## src/rtl/core/odometry_pose_rebaser_assert.svh

```systemverilog
// Assertion macros shared by the pose rebaser RTL.
// They sample on clk and are disabled while rst_n is low in the module that uses them.
`ifndef ODOMETRY_POSE_REBASER_ASSERT_SVH
`define ODOMETRY_POSE_REBASER_ASSERT_SVH
// Implication checked on every rising edge of clk outside reset.
`define OPR_ASSERT_IMP(label, a, b, msg) \
label: assert property (@(posedge clk) disable iff (!rst_n) (a) |-> (b)) else $error(msg);
// Next-cycle implication checked outside reset.
`define OPR_ASSERT_NXT(label, a, b, msg) \
label: assert property (@(posedge clk) disable iff (!rst_n) (a) |=> (b)) else $error(msg);
`endif

```

## src/rtl/core/opr_pkg.sv

```systemverilog
// ----------------------------------------------------------------------------
// opr_pkg
// Types and constants shared by the pose rebaser modules.
// ----------------------------------------------------------------------------
package opr_pkg;
    typedef struct packed {
        logic               action;
        logic signed [31:0] pos_x;
        logic signed [31:0] pos_y;
        logic signed [15:0] quat_x;
        logic signed [15:0] quat_y;
        logic signed [15:0] quat_z;
        logic signed [15:0] quat_w;
    } in_item_t;

    typedef struct packed {
        logic signed [31:0] fused_x;
        logic signed [31:0] fused_y;
        logic        [15:0] fused_heading;
        logic signed [15:0] fused_quat_z;
        logic signed [15:0] fused_quat_w;
    } out_item_t;

    // Command to the shared CORDIC.
    typedef struct packed {
        logic               start;
        logic               vectoring;
        logic signed [39:0] x;
        logic signed [39:0] y;
        logic        [31:0] z;
    } cordic_cmd_t;

    typedef struct packed {
        logic               done;
        logic signed [39:0] x;
        logic signed [39:0] y;
        logic        [31:0] z;
    } cordic_rsp_t;

    localparam logic signed [39:0] GAIN_INV_Q30 = 40'sd652032874;
    localparam logic [31:0] HALF_TURN = 32'h8000_0000;
    localparam logic [31:0] QUARTER_TURN = 32'h4000_0000;

    function automatic logic [31:0] atan_turn(input logic [4:0] i);
        logic [31:0] r;
        begin
            case (i)
                5'd0:  r = 32'h20000000;
                5'd1:  r = 32'h12E4051E;
                5'd2:  r = 32'h09FB385B;
                5'd3:  r = 32'h051111D4;
                5'd4:  r = 32'h028B0D43;
                5'd5:  r = 32'h0145D7E1;
                5'd6:  r = 32'h00A2F61E;
                5'd7:  r = 32'h00517C55;
                5'd8:  r = 32'h0028BE53;
                5'd9:  r = 32'h00145F2F;
                5'd10: r = 32'h000A2F98;
                5'd11: r = 32'h000517CC;
                5'd12: r = 32'h00028BE6;
                5'd13: r = 32'h000145F3;
                5'd14: r = 32'h0000A2FA;
                5'd15: r = 32'h0000517D;
                5'd16: r = 32'h000028BE;
                5'd17: r = 32'h0000145F;
                5'd18: r = 32'h00000A30;
                5'd19: r = 32'h00000518;
                5'd20: r = 32'h0000028C;
                5'd21: r = 32'h00000146;
                5'd22: r = 32'h000000A3;
                5'd23: r = 32'h00000051;
                default: r = 32'h0;
            endcase
            return r;
        end
    endfunction
endpackage

```

## src/rtl/core/opr_cordic.sv

```systemverilog
// ----------------------------------------------------------------------------
// opr_cordic
// Shared CORDIC, one micro-rotation per cycle, vectoring or rotation mode.
// ----------------------------------------------------------------------------
module opr_cordic #(
    parameter int STEPS = 16
) (
    input  logic                 clk,
    input  logic                 rst_n,
    input  opr_pkg::cordic_cmd_t cmd,
    output opr_pkg::cordic_rsp_t rsp
);
    logic               busy_reg;
    logic [4:0]         step_reg;
    logic               vec_reg;
    logic signed [39:0] x_reg;
    logic signed [39:0] y_reg;
    logic [31:0]        z_reg;
    logic               done_reg;

    logic signed [39:0] xs;
    logic signed [39:0] ys;
    logic [31:0]        at;
    logic               plus;
    logic               hold;

    assign xs = x_reg >>> step_reg;
    assign ys = y_reg >>> step_reg;
    assign at = opr_pkg::atan_turn(step_reg);
    // Vectoring drives y to zero; rotation drives z to zero.
    assign plus = vec_reg ? (y_reg > 0) : !z_reg[31];
    assign hold = vec_reg && (y_reg == 0);

    always_ff @(posedge clk or negedge rst_n)
    begin
        if (!rst_n)
        begin
            busy_reg <= 1'b0;
            done_reg <= 1'b0;
            step_reg <= '0;
        end
        else
        begin
            done_reg <= 1'b0;
            if (cmd.start)
            begin
                busy_reg <= 1'b1;
                step_reg <= '0;
                vec_reg  <= cmd.vectoring;
                x_reg    <= cmd.x;
                y_reg    <= cmd.y;
                z_reg    <= cmd.z;
            end
            else if (busy_reg)
            begin
                if (!hold)
                begin
                    if (vec_reg == plus)
                    begin
                        // vectoring y>0 or rotation z<0
                        x_reg <= x_reg + ys;
                        y_reg <= y_reg - xs;
                    end
                    else
                    begin
                        x_reg <= x_reg - ys;
                        y_reg <= y_reg + xs;
                    end
                    z_reg <= (vec_reg == plus) ? z_reg + at : z_reg - at;
                end
                if (step_reg == 5'(STEPS - 1))
                begin
                    busy_reg <= 1'b0;
                    done_reg <= 1'b1;
                end
                else
                begin
                    step_reg <= step_reg + 5'd1;
                end
            end
        end
    end

    assign rsp.done = done_reg;
    assign rsp.x = x_reg;
    assign rsp.y = y_reg;
    assign rsp.z = z_reg;

    `include "odometry_pose_rebaser_assert.svh"
    `OPR_ASSERT_NXT(a_done_pulse, done_reg, !done_reg, "done held two cycles")
    `OPR_ASSERT_IMP(a_no_restart, busy_reg, !cmd.start, "start while busy")
    `OPR_ASSERT_IMP(a_step_range, busy_reg, step_reg < 5'(STEPS), "step overrun")
endmodule

```

## config.mk

```make
export PLATFORM = sky130hd
export DESIGN_NAME = opr_cordic
export DESIGN_NICKNAME = d
export VERILOG_FILES = /design/src/rtl/core/opr_pkg.sv /design/src/rtl/core/opr_cordic.sv
export VERILOG_INCLUDE_DIRS = /design/src /design/src/rtl/core
export SDC_FILE = /design/constraint.sdc
export NUM_CORES = 1
export LEC_CHECK = 0
export BUFFER_PORTS_ARGS = -buffer_cell sky130_fd_sc_hd__buf_2
export CORE_MARGIN = 10
export CORE_UTILIZATION = 45
export CTS_CLUSTER_SIZE = 20
export DETAILED_ROUTE_END_ITERATION = 10
export PLACE_DENSITY = 0.73
export SETUP_SLACK_MARGIN = 0.2
export SLEW_MARGIN = 10
export SYNTH_ARGS = -nofsm -noshare
export SYNTH_HDL_FRONTEND = slang
export SYNTH_SLANG_ARGS = --single-unit
```

## constraint.sdc

```tcl
create_clock -name clk -period 6.4 [get_ports clk]
set_input_delay 0.32 -clock clk [delete_from_list [all_inputs] [get_ports clk]]
set_output_delay 0.32 -clock clk [all_outputs]
set_load 0.01 [all_outputs]
```

; Yosys cells after proc, flatten, opt, wreduce, memory -nomap -nowiden
; Memory sizes are Yosys's and may differ from the RTL's.
; Index checks and enable logic that the tools add are counted.
[classes]
addsub = 7
order_cmp = 1
n_eq_ne = 4
shift = 2
muxes = 22
reduce_logical = 7
[op_table]
columns = operator, n
row1 = two-way mux 40 bit, 8
row2 = two-way mux 32 bit, 4
row3 = adder 40 bit, 2
row4 = >>> shifter 40 x 5 -> 40 bit, 2
row5 = subtractor 40 bit, 2
row6 = > comparator 40 x 1 -> 1 bit (second input constant), 1
row7 = logical NOT 40 bit, 1
row8 = adder 32 bit, 1
row9 = subtractor 32 bit, 1
row10 = two-way mux 5 bit, 3
row11 = two-way mux 1 bit, 7
row12 = adder 5 x 1 -> 5 bit (second input constant), 1
row13 = == test 5 x 4 -> 1 bit (second input constant), 1
row14 = inequality test 2 bit (second input constant), 2
row15 = AND reduction 2 bit, 2
row16 = AND reduction 3 bit, 1
row17 = nonzero test 2 bit, 1
row18 = == test 1 bit, 1
row19 = logical AND 1 bit, 1
row20 = logical NOT 1 bit, 1
[totals]
regBits = 120
mem_bits_ro = 960
input_bits = 116
output_inout_bits = 113
n_memories = 1
[mem_list]
columns = memory, words, width, rd, rd_clocked_by_memory_dff, write_ports, line
row1 = (name not given), 32, 30, 1, 0, 0, opr_pkg.sv:47  ; case (i)

; Depth between registers and ports, before layout
[depth]
word_depth = 7
mapped_depth = 28

; Worst setup path after synthesis
; No wires, ideal clock.
[synth_path]
kind = reg2reg
from = reg y_reg[39]
to = reg x_reg[0], enable pin
setup_ns = 0.597
t_arrival_ns = 6.281
required_time_ns = 5.803
setup_slack_ns = -0.478
stages_incl_launch_ff = 9
path_buffers = 2
cell_sequence = edfxtp_1 > clkbuf_1 > buf_1 > nor4_1 > nand4_1 > nor3_1 > nand2_1 > a21oi_1 > nor2b_1
[synth_via]
elab_chain_len = 4
[synth_lines]
columns = item, line
row1 = "start, declared", opr_cordic.sv:17  ; logic signed [39:0] y_reg;
row2 = "start signal, assigned", opr_cordic.sv:51  ; y_reg <= cmd.y;
row3 = "start signal, assigned", opr_cordic.sv:62  ; y_reg <= y_reg - xs;
row4 = "start signal, assigned", opr_cordic.sv:67  ; y_reg <= y_reg + xs;
row5 = logical NOT 40 bit, opr_cordic.sv:32  ; assign hold = vec_reg && (y_reg == 0);
row6 = logical AND 1 bit, opr_cordic.sv:32
row7 = inequality test 2 bit (no line), n/a
row8 = AND reduction 3 bit (no line), n/a
row9 = "end signal, assigned", opr_cordic.sv:50  ; x_reg <= cmd.x;
row10 = "end signal, assigned", opr_cordic.sv:61  ; x_reg <= x_reg + ys;
row11 = "end signal, assigned", opr_cordic.sv:66  ; x_reg <= x_reg - ys;
row12 = "end, declared", opr_cordic.sv:16  ; logic signed [39:0] x_reg;
; Every way passes these cells.
; A chain may end at the register's enable or synchronous reset.

; Worst setup path in the final report
[layout_path]
from = reg step_reg[0]
to = reg y_reg[38], data pin
[layout_via]
elab_chain_len = 6
elab_cells_between_ends = 7
classes_between = add/sub: 2 / shift: 1 / mux: 4
[layout_lines]
columns = item, line
row1 = "start, declared", opr_cordic.sv:14  ; logic [4:0] step_reg;
row2 = "start signal, assigned", opr_cordic.sv:78  ; step_reg <= step_reg + 5'd1;
row3 = >>> shifter 40 x 5 -> 40 bit *, opr_cordic.sv:27  ; assign xs = x_reg >>> step_reg;
row4 = adder 40 bit / subtractor 40 bit (equally long branches), "opr_cordic.sv:67, opr_cordic.sv:62"
row5 = two-way mux 40 bit *, opr_cordic.sv:58  ; if (vec_reg == plus)
row6 = two-way mux 40 bit *, opr_cordic.sv:56  ; if (!hold)
row7 = two-way mux 40 bit *, opr_cordic.sv:54  ; else if (busy_reg)
row8 = two-way mux 40 bit *, opr_cordic.sv:45  ; if (cmd.start)
; Every way passes the cells marked *; elsewhere a longest branch is shown, timed or not. The select of a mux whose other input is x is not followed.

==> impl_metrics.json <==
{
  "grt_first_pass_wirelength_um": 128000,
  "cts_max_level": 4,
  "postRouteAntennaNets": 0,
  "status": "finished clean",
  "final_hold_viol_count": 0,
  "crit_start": "step_reg[0]",
  "cts_made_buffers": 17,
  "nFillCells": 3839,
  "dp_hpwl_um": 67500,
  "rows": 76,
  "num_vias": 21900,
  "synth_seq_cells": 120,
  "holdPathStages": 3,
  "period_needed_ps": 6150,
  "crit_top_cell": "buf_4",
  "finalNonFillerCells": 3425,
  "placed_cell_area_um2": 23600,
  "slew-limit-headroom_pct": 33.0,
  "drive_gt1_share_pct": 32.4,
  "wire_per_inst_um": 25.0,
  "antenna_found_initial": 1,
  "multiInputGateArea_um2": 15300,
  "rr_endpoint": "y_reg[38]",
  "cp_slowest_cell": "mux4_2",
  "dieArea_um2": 51900,
  "overflow": 0,
  "rsz0062_at_grt": "true",
  "die_w_um": 228,
  "synth_edf_count": 113,
  "ys_types": 106,
  "crit_path_end_kind": "register",
  "antenna_cells": 0,
  "setup_viol": 0,
  "io_pins": 229,
  "criticalPathCategory": "reg -> reg",
  "setup_tns_ps": 0,
  "track_usage_pct": 31.6,
  "ys.flop_type": "edfxtp_1",
  "netlist_area_um2": 19500,
  "slew_viol_final": 0,
  "regToRegSetupSlack_ps": 250,
  "crit_buf_inv": 5,
  "clockBufferDepth": 2,
  "crit_path_start_kind": "register",
  "ys_seq_area_share_pct": 18.3,
  "max_freq_ghz": 0.163,
  "avgSynthCellArea_um2": 8.44,
  "critPathTopFamily": "compound AO/OA/AOI/OAI gates",
  "cp-endpoint": "y_reg[38]",
  "max_stage_delay_ps": 590,
  "drc": 0,
  "worst_pin_slew_ps": 998,
  "nNetsFinal": 3071,
  "clock_latency_ps": 520,
  "skew_ps": 22.8,
  "clk_pin_slew_ps": 70,
  "routed_wl_um": 85600,
  "yosys_warnings": 0,
  "gp_congestion": 1.05,
  "cap_viol_max_count": 0,
  "worstRegToRegCells": 23,
  "root_buffer": "clkbuf_16",
  "die_y_um": 228,
  "synth_largest_area_cell": "edfxtp_1",
  "port_buffers": 228,
  "synth_top_area_share_pct": 17.4,
  "start_util_pct": 45.4,
  "area_growth_pct": 27.4,
  "cp.required_ps": 6620,
  "async_flop_share_pct": 5.83,
  "mappedNetlistNets": 2550,
  "synth_area_leaders": "edfxtp_1 (17%), mux4_2 (8.7%), ha_1 (8.0%), nand2_1 (5.1%), mux2i_1 (4.7%)",
  "cts.sinks": 120,
  "grt_pass1_vias": 20900,
  "synth_cells": 2306,
  "period_share_pct": 96.1,
  "reg2reg_from": "step_reg[0]",
  "grt_max_degree": 88,
  "post_drt_via_cell_ratio": 6.38,
  "cts_tree": "built",
  "crit_fanout": 6,
  "worstPathArrival_ps": 6370,
  "final-seq-area_um2": 3580,
  "design_area_um2": 24800,
  "hp-class": "in -> reg",
  "path_depth": 23,
  "fp.coreArea_um2": 42900,
  "drt_iter0_markers": 2785,
  "path_cells": "buf_12 -> buf_4 -> mux4_2 -> a32oi_1 -> o21ai_0 -> nor3_2 -> nor2b_1 -> buf_4 -> buf_4 -> a41oi_1 -> xor2_1 -> ha_1 -> buf_4 -> nor3_1 -> o21ai_0 -> a31o_2 -> a311o_1 -> a2bb2oi_2 -> a31oi_1 -> a41o_1 -> a2111o_1 -> a2111oi_4 -> a221oi_1",
  "dp_cells": 3356,
  "dr.pass1.iters": 5
}
-- per-stage QoR --
stage | hold WS (ps) | setup WS, ps | util [%]
global route | 91.1 | 115 | 57.8
global placement | 222 | -97.3 | 55.1
finish | 81.7 | 249 | 57.8
detailed placement | 228 | -260 | 55.1
floorplan | 24.4 | 492 | -
CTS | 60.3 | 174 | 56.7
-- final cells by class --
| class | count | area share (%) |
|---|---|---|
| inverter | 56 | 0.858 |
| timing repair buffer | 648 | 18.1 |
| clock inverter | 9 | 0.222 |
| clock buffer | 23 | 1.85 |
| tap | 585 | 2.95 |
| multi-input combinational | 1984 | 61.6 |
| sequential | 120 | 14.4 |
-- cell usage in the layout, fill, tap and decap left out, types with 20 or more instances in the layout --
cell	instances
and3_1	26
a21oi_1	165
nand2_1	262
inv_1	53
nor2b_1	26
nand3_1	38
nand4_1	20
a21o_1	47
and2_1	28
nand2b_1	32
nor2_1	143
a31oi_1	39
nor3_1	34
xor2_1	90
mux2i_1	83
edfxtp_1	113
o21ai_0	173
ha_1	125
o22ai_1	29
buf_4	400
mux4_2	76
buf_2	227
xnor2_1	101
mux2_2	50
o21a_1	25
-- routing by layer --
metal | vias to the layer above | wire (um) | GRT usage [%]
li1 | 9844 | - | -
met1 | 10600 | 35800 | 41.3
met2 | 1192 | 39200 | 50.6
met3 | 183 | 7460 | 6.28
met4 | 2 | 3070 | 12.0
met5 | - | 11 | 0
-- Yosys cell counts (14+ instances only) --
cell      instances
a211oi_1         22
a21o_1           47
a21oi_1         168
a22oi_1          17
a31oi_1          39
and2_1           28
and3_1           27
buf_1            21
buf_2            36
buf_4            15
clkbuf_1         66
edfxtp_1        113
ha_1            125
inv_1            53
mux2_2           54
mux2i_1          92
mux4_2           75
nand2_1         262
nand2b_1         32
nand3_1          39
nand4_1          20
nor2_1          145
nor2b_1          29
nor3_1           36
nor4_1           16
o211ai_1         18
o21a_1           25
o21ai_0         180
o21bai_1         17
o22ai_1          29
o31ai_1          14
xnor2_1         101
xor2_1           90
-- cell families (layout without fill, tap and decap cells) --
logic type	count (synthesis)	count (layout)	synth area share [%]
AO/OA/AOI/OAI	740	740	25.3
XOR/XNOR	191	191	8.60
adder cells (fa/ha/maj)	128	128	8.35
buffers and inverters	202	736	4.79
flip-flops	120	120	18.3
multiplexers	226	226	17.0
AND/OR/NAND/NOR	699	699	17.6
-- tightest hold or removal path, cell delays in order --
cell     delay (ps)
buf_2            70
nand2_1          40
o21ai_0          50
-- worst min path at each step --
stage | from | to | slack, ps
3_5_place_dp | rst_n | done_reg | 230
3_3_place_gp | rst_n | done_reg | 220
2_1_floorplan | rst_n | busy_reg | 20
5_1_grt | cmd[25] | z_reg[25] | 90
6_report | cmd[35] | y_reg[3] | 80
4_1_cts | cmd[29] | z_reg[29] | 60
-- timing repair --
| action | in CTS | in global routing |
|---|---|---|
| resized for setup | 14 | 64 |
| hold buffers | 2 | 0 |
| hold endpoints to repair | 8 | 0 |
| pin swaps | 1 | 18 |
| buffers inserted | 11 | 24 |
| endpoints found under the setup margin | 18 | 27 |
Power is left out: the tool's default activity adds up to more than one toggle a clock period on the data nets, which glitch-free logic cannot reach.
